==> src/sv/percent_escape_decoder_top_defines.svh <==
// ----------------------------------------------------------------------------
// Percent-escape decoder assertion macros
// Concurrent assertion wrappers; empty bodies when SYNTHESIS is defined.
// ----------------------------------------------------------------------------
`ifndef PERCENT_ESCAPE_DECODER_TOP_DEFINES_SVH
`define PERCENT_ESCAPE_DECODER_TOP_DEFINES_SVH

`ifndef SYNTHESIS
`define PCTD_ASSERT_IMPLY(lbl, clk, rst, ante, cons) \
   lbl: assert property (@(posedge clk) disable iff (rst) (ante) |-> (cons)) \
      else $error("pctd: immediate implication violated");
`define PCTD_ASSERT_NEXT(lbl, clk, rst, ante, cons) \
   lbl: assert property (@(posedge clk) disable iff (rst) (ante) |=> (cons)) \
      else $error("pctd: next-cycle implication violated");
`else
`define PCTD_ASSERT_IMPLY(lbl, clk, rst, ante, cons)
`define PCTD_ASSERT_NEXT(lbl, clk, rst, ante, cons)
`endif

`endif

==> src/sv/pctd_pkg.sv <==
// ----------------------------------------------------------------------------
// Percent-escape decoder package
// Beat types, queue entry type, escape phase encoding and hex helpers.
// ----------------------------------------------------------------------------
package pctd_pkg;

   localparam logic [7:0] CH_PERCENT = 8'h25;
   localparam logic [7:0] CH_0       = 8'h30;
   localparam logic [7:0] CH_9       = 8'h39;
   localparam logic [7:0] CH_LA      = 8'h61;
   localparam logic [7:0] CH_LF      = 8'h66;
   localparam logic [7:0] CH_UA      = 8'h41;
   localparam logic [7:0] CH_UF      = 8'h46;

   typedef struct packed {
      logic [7:0] in_byte;
      logic       in_last;
   } req_type;

   typedef struct packed {
      logic [7:0] out_byte;
      logic       out_last;
   } rsp_type;

   // up to three output bytes produced by one input beat; data[0] goes first
   typedef struct packed {
      logic [2:0][7:0] data;
      logic [1:0]      count;
      logic            last;
   } cmd_type;

   typedef enum logic [2:0] {
      PH_IDLE = 3'b001,
      PH_PCT  = 3'b010,
      PH_HIGH = 3'b100
   } phase_type;

   function automatic logic is_hex(input logic [7:0] c);
      return ((c >= CH_0) && (c <= CH_9)) ||
             ((c >= CH_LA) && (c <= CH_LF)) ||
             ((c >= CH_UA) && (c <= CH_UF));
   endfunction

   // valid only for hex digits: letters have low nibble 1..6
   function automatic logic [3:0] hex_nibble(input logic [7:0] c);
      return (c <= CH_9) ? c[3:0] : c[3:0] + 4'd9;
   endfunction

endpackage

==> src/sv/pctd_front.sv <==
// ----------------------------------------------------------------------------
// Percent-escape decoder front end
// Tracks escape phase and turns each accepted beat that yields output bytes into a queue entry.
// ----------------------------------------------------------------------------
module pctd_front import pctd_pkg::*; (
   input  logic    clock,
   input  logic    reset,
   input  logic    accept,
   input  req_type req_data,
   output cmd_type cmd,
   output logic    cmd_valid,
   output logic    idle
);

   phase_type  phase_ff, phase_in;
   logic [7:0] held_ff, held_in;
   logic [1:0] cnt;
   logic       fresh;
   logic [7:0] b;
   logic       b_hex;

   assign b     = req_data.in_byte;
   assign b_hex = is_hex(b);

   always_comb begin
      phase_in = phase_ff;
      held_in  = held_ff;
      cmd      = '0;
      cnt      = 2'd0;
      fresh    = 1'b0;
      unique case (phase_ff)
         PH_IDLE: begin
            fresh = 1'b1;
         end
         PH_PCT: begin
            if (b_hex) begin
               held_in  = b;
               phase_in = PH_HIGH;
            end else begin
               cmd.data[cnt] = CH_PERCENT;
               cnt           = cnt + 2'd1;
               fresh         = 1'b1;
            end
         end
         PH_HIGH: begin
            if (b_hex) begin
               cmd.data[cnt] = {hex_nibble(held_ff), hex_nibble(b)};
               cnt           = cnt + 2'd1;
               phase_in      = PH_IDLE;
            end else begin
               cmd.data[cnt] = CH_PERCENT;
               cnt           = cnt + 2'd1;
               cmd.data[cnt] = held_ff;
               cnt           = cnt + 2'd1;
               fresh         = 1'b1;
            end
         end
         default: begin
            fresh = 1'b1;
         end
      endcase
      if (fresh) begin
         if (b == CH_PERCENT) begin
            phase_in = PH_PCT;
         end else begin
            cmd.data[cnt] = b;
            cnt           = cnt + 2'd1;
            phase_in      = PH_IDLE;
         end
      end
      if (req_data.in_last) begin
         if (phase_in == PH_PCT) begin
            cmd.data[cnt] = CH_PERCENT;
            cnt           = cnt + 2'd1;
         end else if (phase_in == PH_HIGH) begin
            cmd.data[cnt] = CH_PERCENT;
            cnt           = cnt + 2'd1;
            cmd.data[cnt] = held_in;
            cnt           = cnt + 2'd1;
         end
         phase_in = PH_IDLE;
         held_in  = 8'd0;
      end
      cmd.count = cnt;
      cmd.last  = req_data.in_last;
   end

   assign cmd_valid = accept && (cnt != 2'd0);
   assign idle      = (phase_ff == PH_IDLE);

   always_ff @(posedge clock) begin
      if (reset) begin
         phase_ff <= PH_IDLE;
         held_ff  <= 8'd0;
      end else if (accept) begin
         phase_ff <= phase_in;
         held_ff  <= held_in;
      end
   end

endmodule

==> src/sv/pctd_fifo.sv <==
// ----------------------------------------------------------------------------
// Percent-escape decoder entry queue
// Small register queue between front end and serializer.
// ----------------------------------------------------------------------------
module pctd_fifo import pctd_pkg::*; #(
   parameter int DEPTH = 4
) (
   input  logic    clock,
   input  logic    reset,
   input  logic    push,
   input  cmd_type wr_data,
   input  logic    pop,
   output cmd_type rd_data,
   output logic    full,
   output logic    empty
);

   localparam int PTR_W = $clog2(DEPTH);
   localparam int CNT_W = $clog2(DEPTH + 1);

   cmd_type            mem_ff [DEPTH];
   logic [PTR_W-1:0]   wr_ptr_ff, rd_ptr_ff;
   logic [CNT_W-1:0]   cnt_ff;

   assign full    = (cnt_ff == CNT_W'(DEPTH));
   assign empty   = (cnt_ff == '0);
   assign rd_data = mem_ff[rd_ptr_ff];

   always_ff @(posedge clock) begin
      if (push) begin
         mem_ff[wr_ptr_ff] <= wr_data;
      end
   end

   always_ff @(posedge clock) begin
      if (reset) begin
         wr_ptr_ff <= '0;
         rd_ptr_ff <= '0;
         cnt_ff    <= '0;
      end else begin
         if (push) begin
            wr_ptr_ff <= (wr_ptr_ff == PTR_W'(DEPTH - 1)) ? '0 : wr_ptr_ff + 1'b1;
         end
         if (pop) begin
            rd_ptr_ff <= (rd_ptr_ff == PTR_W'(DEPTH - 1)) ? '0 : rd_ptr_ff + 1'b1;
         end
         if (push && !pop) begin
            cnt_ff <= cnt_ff + 1'b1;
         end else if (pop && !push) begin
            cnt_ff <= cnt_ff - 1'b1;
         end
      end
   end

endmodule

==> src/sv/pctd_back.sv <==
// ----------------------------------------------------------------------------
// Percent-escape decoder back end
// Serializes queue entries into single-byte result beats via an output register.
// ----------------------------------------------------------------------------
module pctd_back import pctd_pkg::*; (
   input  logic    clock,
   input  logic    reset,
   input  logic    fifo_empty,
   input  cmd_type fifo_data,
   output logic    fifo_pop,
   input  logic    rsp_pop,
   output logic    rsp_empty,
   output rsp_type rsp_data
);

   cmd_type    cmd_ff, cmd_in;
   logic       cmd_valid_ff, cmd_valid_in;
   logic [1:0] idx_ff, idx_in;
   rsp_type    out_ff, out_in;
   logic       out_valid_ff, out_valid_in;
   logic       out_free, emit, at_end, cmd_done;

   assign out_free = !out_valid_ff || rsp_pop;
   assign emit     = cmd_valid_ff && out_free;
   assign at_end   = (idx_ff == (cmd_ff.count - 2'd1));
   assign cmd_done = emit && at_end;
   assign fifo_pop = !fifo_empty && (!cmd_valid_ff || cmd_done);

   always_comb begin
      cmd_in       = cmd_ff;
      cmd_valid_in = cmd_valid_ff;
      idx_in       = idx_ff;
      if (fifo_pop) begin
         cmd_in       = fifo_data;
         cmd_valid_in = 1'b1;
         idx_in       = 2'd0;
      end else if (cmd_done) begin
         cmd_valid_in = 1'b0;
      end else if (emit) begin
         idx_in = idx_ff + 2'd1;
      end
   end

   always_comb begin
      out_in       = out_ff;
      out_valid_in = out_valid_ff;
      if (emit) begin
         out_in.out_byte = cmd_ff.data[idx_ff];
         out_in.out_last = cmd_ff.last && at_end;
         out_valid_in    = 1'b1;
      end else if (rsp_pop) begin
         out_valid_in = 1'b0;
      end
   end

   always_ff @(posedge clock) begin
      cmd_ff <= cmd_in;
      idx_ff <= idx_in;
      out_ff <= out_in;
   end

   always_ff @(posedge clock) begin
      if (reset) begin
         cmd_valid_ff <= 1'b0;
         out_valid_ff <= 1'b0;
      end else begin
         cmd_valid_ff <= cmd_valid_in;
         out_valid_ff <= out_valid_in;
      end
   end

   assign rsp_empty = !out_valid_ff;
   assign rsp_data  = out_ff;

endmodule

==> src/sv/percent_escape_decoder_top.sv <==
// ----------------------------------------------------------------------------
// Percent-escape decoder top level
// Decodes %XY escapes of a byte stream; malformed escapes pass through.
// ----------------------------------------------------------------------------
// Input side is a queue write port: drive req_data and raise req_push; the
// beat is taken on a clock edge with req_push high and req_full low. Mark
// the final byte of a string with in_last.
// Output side is a queue read port: while rsp_empty is low the oldest byte
// sits on rsp_data; raising rsp_pop takes it. out_last marks a string's end.
// One input beat yields zero to three result bytes. The front end takes a
// beat every cycle while its entry queue (QUEUE_DEPTH entries) has room;
// the serializer emits one result byte per cycle while the reader pops, so
// sustained throughput is one byte per cycle. The first result byte of a beat
// passes through the queue, the entry register and the output register.
// A stalled reader fills the output register, the entry register, then the
// queue, then raises req_full; nothing is dropped. Synchronous reset empties
// the queue and output register and clears any pending escape.
// ----------------------------------------------------------------------------
`include "percent_escape_decoder_top_defines.svh"

module percent_escape_decoder_top import pctd_pkg::*; #(
   parameter int QUEUE_DEPTH = 4
) (
   input  logic    clock,
   input  logic    reset,
   input  logic    req_push,
   output logic    req_full,
   input  req_type req_data,
   output logic    rsp_empty,
   input  logic    rsp_pop,
   output rsp_type rsp_data
);

   logic    accept;
   cmd_type front_cmd, fifo_cmd;
   logic    front_valid, front_idle;
   logic    fifo_full, fifo_empty, fifo_pop;

   assign req_full = fifo_full;
   assign accept   = req_push && !fifo_full;

   pctd_front u_front (
      .clock     (clock),
      .reset     (reset),
      .accept    (accept),
      .req_data  (req_data),
      .cmd       (front_cmd),
      .cmd_valid (front_valid),
      .idle      (front_idle)
   );

   pctd_fifo #(
      .DEPTH (QUEUE_DEPTH)
   ) u_fifo (
      .clock   (clock),
      .reset   (reset),
      .push    (front_valid),
      .wr_data (front_cmd),
      .pop     (fifo_pop),
      .rd_data (fifo_cmd),
      .full    (fifo_full),
      .empty   (fifo_empty)
   );

   pctd_back u_back (
      .clock      (clock),
      .reset      (reset),
      .fifo_empty (fifo_empty),
      .fifo_data  (fifo_cmd),
      .fifo_pop   (fifo_pop),
      .rsp_pop    (rsp_pop),
      .rsp_empty  (rsp_empty),
      .rsp_data   (rsp_data)
   );

   `PCTD_ASSERT_IMPLY(a_push_not_full, clock, reset, front_valid, !fifo_full)
   `PCTD_ASSERT_IMPLY(a_entry_nonempty, clock, reset, front_valid, front_cmd.count != 2'd0)
   `PCTD_ASSERT_NEXT(a_last_clears_phase, clock, reset, accept && req_data.in_last, front_idle)
   `PCTD_ASSERT_IMPLY(a_last_has_output, clock, reset, accept && req_data.in_last, front_valid)

endmodule

==> config.mk <==
export PLATFORM = sky130hd
export DESIGN_NAME = percent_escape_decoder_top
export DESIGN_NICKNAME = d
export VERILOG_FILES = /design/src/sv/pctd_pkg.sv /design/src/sv/pctd_front.sv /design/src/sv/pctd_fifo.sv /design/src/sv/pctd_back.sv /design/src/sv/percent_escape_decoder_top.sv
export VERILOG_INCLUDE_DIRS = /design/src /design/src/sv
export SDC_FILE = /design/constraint.sdc
export NUM_CORES = 1
export LEC_CHECK = 0
export BUFFER_PORTS_ARGS = -buffer_cell sky130_fd_sc_hd__buf_2
export CORE_ASPECT_RATIO = 1.25
export CORE_MARGIN = 4
export CORE_UTILIZATION = 40
export CTS_CLUSTER_SIZE = 28
export DETAILED_ROUTE_END_ITERATION = 10
export HOLD_SLACK_MARGIN = 0.03
export SLEW_MARGIN = 0
export SYNTH_ARGS = -nofsm -noshare
export SYNTH_HDL_FRONTEND = slang
export SYNTH_SLANG_ARGS = --single-unit
==> constraint.sdc <==
create_clock -name clock -period 7.6 [get_ports clock]
set_clock_uncertainty 0.05 [all_clocks]
set_input_delay 1.14 -clock clock [delete_from_list [all_inputs] [get_ports clock]]
set_output_delay 1.14 -clock clock [all_outputs]
set_load 0.02 [all_outputs]
Yosys cells after proc, flatten, opt, wreduce, memory -nomap -nowiden
Memory sizes are Yosys's and may differ from the RTL's. A register that Yosys moved wholly into a read port is not among the register bits.
Cells that the tools add are included.
{"block": "totals", "in_bits": 13, "wordCells": 131, "ff_bits": 31, "ram_bits": 108, "n_memories": 1}
{"name": "u_fifo.mem_ff", "depth": 4, "width": 27, "read_ports": 1, "rd_ports_with_merged_regs": 1, "write_ports": 1, "line_no": "pctd_fifo.sv:21", "rtl": "cmd_type mem_ff [DEPTH];"}
{"block": "op_classes", "order_cmp": 14, "n_eq_ne": 9, "reduce_logical": 31, "add_sub_neg": 11, "mux": 51, "n_bitwise": 4}
{"op": "$mux W24", "count": 5}
{"op": "$mux W8", "count": 10}
{"op": "$bwmux W24", "count": 2}
{"op": "$demux W8 S2", "count": 3}
{"op": "$mux W2", "count": 9}
{"op": "$mux W3", "count": 6}
{"op": "$bmux W8 S2", "count": 1}
{"op": "$ge A8 B7 Y1 const B", "count": 2}
{"op": "$le A8 B6 Y1 const B", "count": 2}
{"op": "$le A8 B7 Y1 const B", "count": 2}
{"op": "$pmux W8 S2", "count": 1}
{"op": "$and A15 B15 Y15", "count": 1}
{"op": "$not A15 Y15", "count": 1}
{"op": "$logic_and A1 B1 Y1", "count": 14}
{"op": "$add A2 B1 Y2 const B", "count": 6}
{"op": "$lt A2 B3 Y1 const B", "count": 4}
{"op": "$eq A3 B3 Y1 const B", "count": 3}
{"op": "$mux W1", "count": 9}
{"op": "$or A9 B9 Y9", "count": 1}
{"op": "$add A4 B4 Y4 const B", "count": 2}
{"op": "$eq A8 B6 Y1 const B", "count": 1}
{"op": "$ge A8 B6 Y1 const B", "count": 1}
{"op": "$mux W4", "count": 2}
{"op": "$reduce_bool A2 Y1", "count": 4}
{"op": "other kinds (16)", "count": 28}

Depth between registers and ports, before layout
Gate-level depths: netlist of the first run.
{"block": "logic_depth", "word_depth": 20, "ltp_mapped": 21}

Cells and area by module
A second synthesis of the first run with hierarchy kept.
{"block": "unflattened", "hier_cells": 501, "hier_area_um2": 7572.3}
{"module": "pctd_fifo", "area_each_um2": 4384.2, "n_inst": 1, "cells_per_inst": 185, "seq_area_each_um2": 3423.3}
{"module": "pctd_front", "area_each_um2": 1671.6, "n_inst": 1, "cells_per_inst": 221, "seq_area_each_um2": 220.2}
{"module": "pctd_back", "area_each_um2": 1502.7, "n_inst": 1, "cells_per_inst": 94, "seq_area_each_um2": 1161.1}
{"module": "percent_escape_decoder_top", "area_each_um2": 13.8, "n_inst": 1, "cells_per_inst": 1, "seq_area_each_um2": 0.0}

Worst setup path after synthesis of the first run
Ideal clock, no wire load.
{"block": "synth_timing", "path_type": "input to register", "start": "input port req_data[1] in the netlist's numbering", "end": "register u_fifo.cnt_ff[2]", "arrival_time_ns": 5.206, "setup_ns": 0.070, "path_buffers": 1, "slack_ns": 2.273, "required_time_ns": 7.480, "path_stages": 20, "path_cell_list": "inv_1 -> ha_1 -> nand2b_1 -> a21o_1 -> nand3_1 -> clkbuf_1 -> a21boi_0 -> ha_1 -> nand3_1 -> a21boi_0 -> ha_1 -> o21ai_0 -> a2bb2oi_2 -> a31oi_4 -> ha_1 -> inv_1 -> fa_1 -> xor2_1 -> or3_1 -> a21oi_1"}
{"block": "synth_via", "elab_chain_len": 19}
{"item": "start, declared", "line_no": "percent_escape_decoder_top.sv:28", "rtl": "input req_type req_data,"}
{"item": "$ge A8 B6 Y1, or another cell as far along", "line_no": "pctd_pkg.sv:39", "rtl": "return ((c >= CH_0) && (c <= CH_9)) ||"}
{"item": "$logic_and A1 B1 Y1 (on tied branches)", "line_no": "pctd_pkg.sv:39, pctd_pkg.sv:40"}
{"item": "$logic_or A1 B1 Y1", "line_no": "pctd_pkg.sv:39"}
{"item": "$logic_or A1 B1 Y1", "line_no": "pctd_pkg.sv:40", "rtl": "((c >= CH_LA) && (c <= CH_LF)) ||"}
{"item": "$mux W2 / $mux W1 (equally long branches)", "line_no": "pctd_front.sv:46, pctd_front.sv:36"}
{"item": "$pmux W2 S2", "line_no": "pctd_front.sv:31", "rtl": "unique case (phase_ff)"}
{"item": "$add A2 B1 Y2", "line_no": "pctd_front.sv:67", "rtl": "cnt = cnt + 2'd1;"}
{"item": "$mux W2", "line_no": "pctd_front.sv:63", "rtl": "if (b == CH_PERCENT) begin"}
{"item": "[4 not listed]"}
{"item": "$mux W2", "line_no": "pctd_front.sv:72", "rtl": "if (phase_in == PH_PCT) begin"}
{"item": "$mux W2 (*)", "line_no": "pctd_front.sv:71", "rtl": "if (req_data.in_last) begin"}
{"item": "$reduce_bool A2 Y1 (*)", "line_no": "pctd_front.sv:88", "rtl": "assign cmd_valid = accept && (cnt != 2'd0);"}
{"item": "$logic_and A1 B1 Y1 (*)", "line_no": "pctd_front.sv:88"}
{"item": "net front_valid", "line_no": "percent_escape_decoder_top.sv:36", "rtl": "logic front_valid, front_idle;"}
{"item": "$logic_not A1 Y1", "line_no": "pctd_fifo.sv:49", "rtl": "end else if (pop && !push) begin"}
{"item": "$logic_and A1 B1 Y1", "line_no": "pctd_fifo.sv:49"}
{"item": "$reduce_bool A2 Y1 (no line)"}
{"item": "end signal, assigned", "line_no": "pctd_fifo.sv:48", "rtl": "cnt_ff <= cnt_ff + 1'b1;"}
{"item": "end signal, assigned", "line_no": "pctd_fifo.sv:50", "rtl": "cnt_ff <= cnt_ff - 1'b1;"}
{"item": "end, declared", "line_no": "pctd_fifo.sv:23", "rtl": "logic [CNT_W-1:0] cnt_ff;"}
Mark *: on every way through the listed nets, which the timed path passes. The rest lies on a longest branch.
A chain may end at the register's enable or synchronous reset.

Worst setup path after layout of the first run
Same ends and word-level chain as after synthesis.

==> results of run 1 <==
[kinds of logic after synthesis]
family,share of synthesized area (%)
mux,10.1
fa+ha+maj,3.68
simple gates,8.77
compound gates,8.92
xor+xnor,1.31
buf+inv,2.40
flops,64.8
[worst reg2reg max path: cells and delay by family, from the launching register on]
kind                     cells  cell delay (ns)
AO/OA/AOI/OAI                6             1.48
XOR/XNOR                     1             0.17
flip-flops                   1             0.47
AND/OR/NAND/NOR              5             1.54
buffers and inverters        1             0.06
adder cells (fa/ha/maj)      4             1.23
[worst paths after layout]
kind	start	to	slack, ns	cells after the start
max	req_data[1]	u_fifo.cnt_ff[2]	1.96	20
min	u_back.cmd_valid_ff	u_back.out_valid_ff	0.43	2
max reg2reg	u_front.phase_ff[2]	u_fifo.cnt_ff[2]	2.54	17
min reg2reg	u_back.cmd_valid_ff	u_back.out_valid_ff	0.43	2
[layout make-up]
class,count,area (um^2)
inverter,19,71.3
clock buffer,27,567
fill,1568,9770
clock inverter,5,78.8
sequential,166,4770
multi-input combinational,283,2410
timing repair buffer,28,153
tap,228,285
[sequential cells by signal, indices dropped and copies added, names as in the netlist]
signal               cells
u_fifo.wr_ptr_ff         2
u_back.out_valid_ff      1
u_fifo.rd_ptr_ff         2
u_front.held_ff          8
u_back.rsp_data          9
u_fifo.mem_ff          108
u_back.cmd_valid_ff      1
u_fifo.cnt_ff            3
u_front.phase_ff         3
u_back.cmd_ff           27
u_back.idx_ff            2
[cell usage in the layout, fill, tap and decap left out, types with 4 or more instances in the layout]
cell type / synthesis / layout
a21oi_1: 13 / 13
a22o_1: 4 / 4
a22oi_1: 8 / 8
and2_1: 11 / 11
buf_2: 9 / 23
buf_4: 1 / 5
clkbuf_16: 0 / 20
clkbuf_8: 0 / 4
dfxtp_1: 22 / 21
edfxtp_1: 144 / 144
ha_1: 20 / 20
inv_1: 19 / 19
mux2i_1: 12 / 12
mux4_2: 27 / 27
nand2_1: 26 / 26
nand2b_1: 5 / 5
nand3_1: 13 / 13
nor2_1: 31 / 31
nor2b_1: 6 / 6
nor3_1: 7 / 7
o21ai_0: 20 / 20
xnor2_1: 6 / 6
xor2_1: 5 / 5
[power breakdown]
group | leakage (nW) | switching [mW] | internal (mW)
Combinational | 0.999 | 0.275 | 0.227
Clock | 0.316 | 0.319 | 0.578
Sequential | 1.46 | 0.0987 | 1.23
[stage by stage]
step	hold WS, ns	setup slack, ns
final	0.433	1.96
after global routing	0.490	1.59
after CTS	0.443	2.01
after detailed placement	0.428	1.56
after global placement	0.414	1.78
after floorplan	0.398	2.27
[metal layers]
| metal | wire, um | vias to the layer above | part of all wire (%) |
|---|---|---|---|
| li1 | - | 1937 | - |
| met1 | 6080 | 2070 | 42 |
| met2 | 7540 | 87 | 53 |
| met3 | 471 | 17 | 3.3 |
| met4 | 228 | 0 | 1.6 |
| met5 | 0 | - | 0 |
==> results.sh, run 1 <==
export IMPL_design_area_um2=8330
export IMPL_clkSlewWorstSetupHoldPaths_ns=0.06
export IMPL_grt_busiest_layer="met2"
export IMPL_antenna_found_initial=0
export IMPL_cts_buffer_depth=2
export IMPL_numCtsBuffers=17
export IMPL_crit_type="in2reg"
export IMPL_cp_end_kind="flip-flop"
export IMPL_vdd_drop_max_uv=170
export IMPL_rows=55
export IMPL_slew_headroom_pct=27.9
export IMPL_worstMarginPinSlew_ns=1.08
export IMPL_syn_cell_area_um2=7350
export IMPL_grt_max_degree=31
export IMPL_status="complete, no violations"
export IMPL_yosysSeqAreaShare_pct=64.8
export IMPL_slew_violations=0
export IMPL_post_cts_setup_buffer_count=0
export IMPL_cp_arrival_ns=5.93
export IMPL_grt_met2_usage_pct=25.4
export IMPL_path_delay_family="compound AO/OA/AOI/OAI gates"
export IMPL_cts_sinks=166
export IMPL_fin_crit_sh_pct=74.2
export IMPL_wl_per_cell_um=18.9
export IMPL_syn_inst=490
export IMPL_maxCapViolations=0
export IMPL_synth_area_leaders="edfxtp_1, mux4_2, dfxtp_1"
export IMPL_gp_congestion=0.900
export IMPL_final_util_pct=46.0
export IMPL_syn_nets=524
export IMPL_ctsHtreeMaxLevel=4
export IMPL_yosysTopAreaCellShare_pct=58.8
export IMPL_finalWirelength_mm=14.3
export IMPL_synth_async_reset_ratio_pct=0
export IMPL_instances_no_fill=756
export IMPL_layout_min_cycle_time_ns=5.64
export IMPL_crit_slowest_cell="a21boi_0"
export IMPL_grt_usage_pct=14.8
export IMPL_die_h_um=160
export IMPL_core_area_um2=18100
export IMPL_fin_nets=549
export IMPL_drc=0
export IMPL_dpl_hpwl_mm=10.0
export IMPL_grt_pass1_wl_mm=23.4
export IMPL_tritoncts="yes"
export IMPL_timing_critical_path_mode_cell="ha_1"
export IMPL_tns_ns=0
export IMPL_grt_ovfl_total=0
export IMPL_powerDensity_nw_per_um2=328
export IMPL_cpPeakStageDelay_ns=0.42
export IMPL_syn_to_final_growth_pct=13.3
export IMPL_design_die_area_um2=20600
export IMPL_fmax_ghz=0.177
export IMPL_die_w_um=129
export IMPL_synth_warnings=0
export IMPL_synth_top_area_cell="edfxtp_1"
export IMPL_post_drt_via_cell_ratio=5.44
export IMPL_floorplan_initialDensity_pct=40.6
export IMPL_postRouteAntennaNets=0
export IMPL_place_inst=724
export IMPL_synth_enable_flop_cells=144
export IMPL_power_mw=2.73
export IMPL_rsz0062_at_grt="false"
export IMPL_worstSetupStartpointType="input pin"
export IMPL_grt_pass1_vias=4202
export IMPL_dr_pass1_iters=7
export IMPL_hold_viol=0
export IMPL_avgSynthCellArea_um2=15.0
export IMPL_clock_latency_ns=0.42
export IMPL_placed_area_um2=7680
export IMPL_cts_root_buf="clkbuf_16"
export IMPL_postCtsHoldBufs=0
export IMPL_path_buf_inv=3
export IMPL_antenna_cells=0
export IMPL_crit_required_ns=7.90
export IMPL_path_max_fanout=11
export IMPL_io_buffers=23
export IMPL_drive_gt1_share_pct=19.7
export IMPL_ctsResizeCount=0
export IMPL_setup_viol=0
export IMPL_met1_usage_pct=18.9
export IMPL_yosysMostFrequentCell="edfxtp_1"
export IMPL_crit_chain="buf_2 > inv_1 > ha_1 > nand2b_1 > a21o_1 > nand3_1 > a21boi_0 > ha_1 > nand3_1 > a21boi_0 > ha_1 > o21ai_0 > a2bb2oi_2 > a31oi_4 > ha_1 > inv_1 > fa_1 > xor2_1 > or3_1 > a21oi_1"
export IMPL_vias=4111
export IMPL_grtUsageMet3_pct=2.68
export IMPL_ys_ff_latch=166
export IMPL_yosysUniqueCellTypes=70
export IMPL_power_leakage_nw=2.78
export IMPL_boundaryPins=24
export IMPL_hp_class="reg2reg"
export IMPL_drt_iter0_drc=254
export IMPL_ys_flop_type="edfxtp_1"
export IMPL_ys_top_cells_by_count="edfxtp_1, nor2_1, mux4_2"
Power figures use the tool's default switching activity.
==> run 2: changes to the inputs <==
==> constraint.sdc (replaced) <==
create_clock -name clock -period 5.9 [get_ports clock]
set_clock_uncertainty 0.05 [all_clocks]
set_input_delay 0.885 -clock clock [delete_from_list [all_inputs] [get_ports clock]]
set_output_delay 0.885 -clock clock [all_outputs]
set_load 0.02 [all_outputs]
==> run 2 against run 1 <==
Compared with the run above: flip-flop and latch count did not move; sequential power rose by 27%; non-clock buffer count rose by 2; worst hold slack improved by 0.014 ns; sequential share of layout area fell by 0.16 points; highest routed layer unchanged.
==> results.sh, run 2 (synthesis gave the netlist of run 1 again) <==
export IMPL_status="complete, no violations"
export IMPL_gp_congestion=0.884
export IMPL_largest_reg_flops=108
export IMPL_rows=55
export IMPL_grt_max_degree=31
export IMPL_postRouteAntennaNets=0
export IMPL_antenna_cells=0
export IMPL_crit_chain="buf_2 > inv_1 > ha_1 > nand3b_1 > a21o_1 > nand3_1 > a21boi_0 > ha_1 > nand3_1 > a21boi_0 > ha_1 > o21ai_0 > a2bb2oi_2 > a31oi_4 > ha_1 > inv_1 > fa_1 > xor2_1 > or3_1 > a21oi_1"
export IMPL_worstMarginPinSlew_ns=0.961
export IMPL_grt_pass1_vias=4260
export IMPL_crit_slowest_cell="a21boi_0"
export IMPL_clkSlewWorstSetupHoldPaths_ns=0.06
export IMPL_crit_type="in2reg"
export IMPL_path_delay_family="compound AO/OA/AOI/OAI gates"
export IMPL_design_die_area_um2=20600
export IMPL_cts_sinks=166
export IMPL_rsz0062_at_grt="false"
export IMPL_cp_end_kind="flip-flop"
export IMPL_hold_viol=0
export IMPL_boundaryPins=24
export IMPL_wl_met2_mm=7.63
export IMPL_slew_headroom_pct=35.8
export IMPL_layout_min_cycle_time_ns=5.13
export IMPL_cpPeakStageDelay_ns=0.42
export IMPL_crit_required_ns=6.19
export IMPL_dpl_hpwl_mm=10.2
export IMPL_timing_critical_path_mode_cell="ha_1"
export IMPL_finalWirelength_mm=15.3
export IMPL_highest_layer="met4"
export IMPL_instances_no_fill=758
export IMPL_ctsHtreeMaxLevel=4
export IMPL_placed_area_um2=7700
export IMPL_mostFrequentLayoutCells="edfxtp_1, nor2_1, mux4_2"
export IMPL_post_drt_via_cell_ratio=5.49
export IMPL_power_mw=3.59
export IMPL_place_inst=726
export IMPL_design_area_um2=8360
export IMPL_wl_per_cell_um=20.2
export IMPL_cts_buffer_depth=2
export IMPL_setup_viol=0
export IMPL_tns_ns=0
export IMPL_tritoncts="yes"
export IMPL_path_max_fanout=9
export IMPL_io_buffers=23
export IMPL_fin_nets=551
export IMPL_largest_register="u_fifo.mem_ff"
export IMPL_fmax_ghz=0.195
export IMPL_core_area_um2=18100
export IMPL_worstSetupStartpointType="input pin"
export IMPL_clock_latency_ns=0.42
export IMPL_cp_arrival_ns=5.42
export IMPL_grt_usage_pct=15.4
export IMPL_grt_pass1_wl_mm=23.9
export IMPL_path_buf_inv=3
export IMPL_syn_to_final_growth_pct=13.7
export IMPL_slew_violations=0
export IMPL_fillCellCount=1567
export IMPL_grt_ovfl_total=0
export IMPL_post_cts_setup_buffer_count=0
export IMPL_met3WireLength_um=569
export IMPL_numCtsBuffers=17
export IMPL_vdd_drop_max_uv=193
export IMPL_drive_gt1_share_pct=20.6
export IMPL_floorplan_initialDensity_pct=40.6
export IMPL_layout_commonest_cell="edfxtp_1"
export IMPL_powerDensity_nw_per_um2=430
export IMPL_route_layer_met1_wl_mm=6.66
export IMPL_postCtsHoldBufs=0
export IMPL_hp_class="reg2reg"
export IMPL_maxCapViolations=0
export IMPL_dr_pass1_iters=5
export IMPL_vias=4165
export IMPL_antenna_found_initial=0
export IMPL_drt_iter0_drc=322
export IMPL_ctsResizeCount=0
export IMPL_die_w_um=129
export IMPL_fin_crit_sh_pct=86.9
export IMPL_cts_root_buf="clkbuf_16"
export IMPL_power_leakage_nw=2.79
export IMPL_drc=0
export IMPL_die_h_um=160
run 2: cell types whose count changed in the layout (fill, tap and decap cells not counted):
cell | previous run | this run
inv_6 | 0 | 2
dfxtp_1 | 21 | 20
clkinv_2 | 1 | 3
inv_4 | 1 | 0
clkbuf_16 | 20 | 17
clkbuf_8 | 4 | 2
buf_4 | 5 | 7
clkinvlp_4 | 1 | 2
dfxtp_2 | 1 | 2
clkbuf_1 | 3 | 1
bufinv_16 | 2 | 5
run 2: worst paths after layout:
path / depth (start not counted) / to / start / slack [ns]
max: 20 / u_fifo.cnt_ff[2] / req_data[1] / 0.77
min reg2reg: 2 / u_back.out_valid_ff / u_back.cmd_valid_ff / 0.45
max reg2reg: 17 / u_fifo.cnt_ff[2] / u_front.phase_ff[2] / 1.16
min: 2 / u_back.out_valid_ff / u_back.cmd_valid_ff / 0.45
run 2: per-stage QoR:
| stage | utilization, % | hold slack [ns] | setup WS, ns |
|---|---|---|---|
| after floorplan | - | 0.398 | 0.828 |
| after global placement | 42.6 | 0.421 | 0.585 |
| after detailed placement | 42.6 | 0.434 | 0.350 |
| after CTS | 46.2 | 0.449 | 0.787 |
| after global routing | 46.2 | 0.480 | 0.428 |
| final | 46.2 | 0.447 | 0.771 |
run 2: cell type report:
class | instances | area [um^2] | share of cell area, %
clock buffers | 20 | 457 | 5.47
clock inverters | 12 | 198 | 2.37
inverters | 19 | 71.3 | 0.854
multi-input cells | 283 | 2410 | 28.8
flip-flops and latches | 166 | 4770 | 57.1
well taps | 228 | 285 | 3.41
repair buffers | 30 | 168 | 2.01
run 2: worst register-to-register path, cell delays in order (launching register included):
cell,delay [ns]
dfxtp_1,0.47
or3b_2,0.55
nor3_1,0.17
nand3_1,0.12
a21boi_0,0.19
ha_1,0.33
nand3_1,0.17
a21boi_0,0.42
ha_1,0.32
o21ai_0,0.12
a2bb2oi_2,0.21
a31oi_4,0.24
ha_1,0.24
inv_1,0.06
fa_1,0.39
xor2_1,0.19
or3_1,0.31
a21oi_1,0.15
run 2: per-layer routing:
metal / global-route usage, % / vias up
met3: 3.59 / 30
met2: 25.3 / 103
met1: 19.4 / 2092
met5: 0 / -
met4: 6.64 / 0
li1: - / 1940
run 2: report_power, final:
group	total, mW	internal [mW]	switching (mW)
Sequential	1.69	1.58	0.110
Combinational	0.697	0.302	0.395
Clock	1.21	0.774	0.433
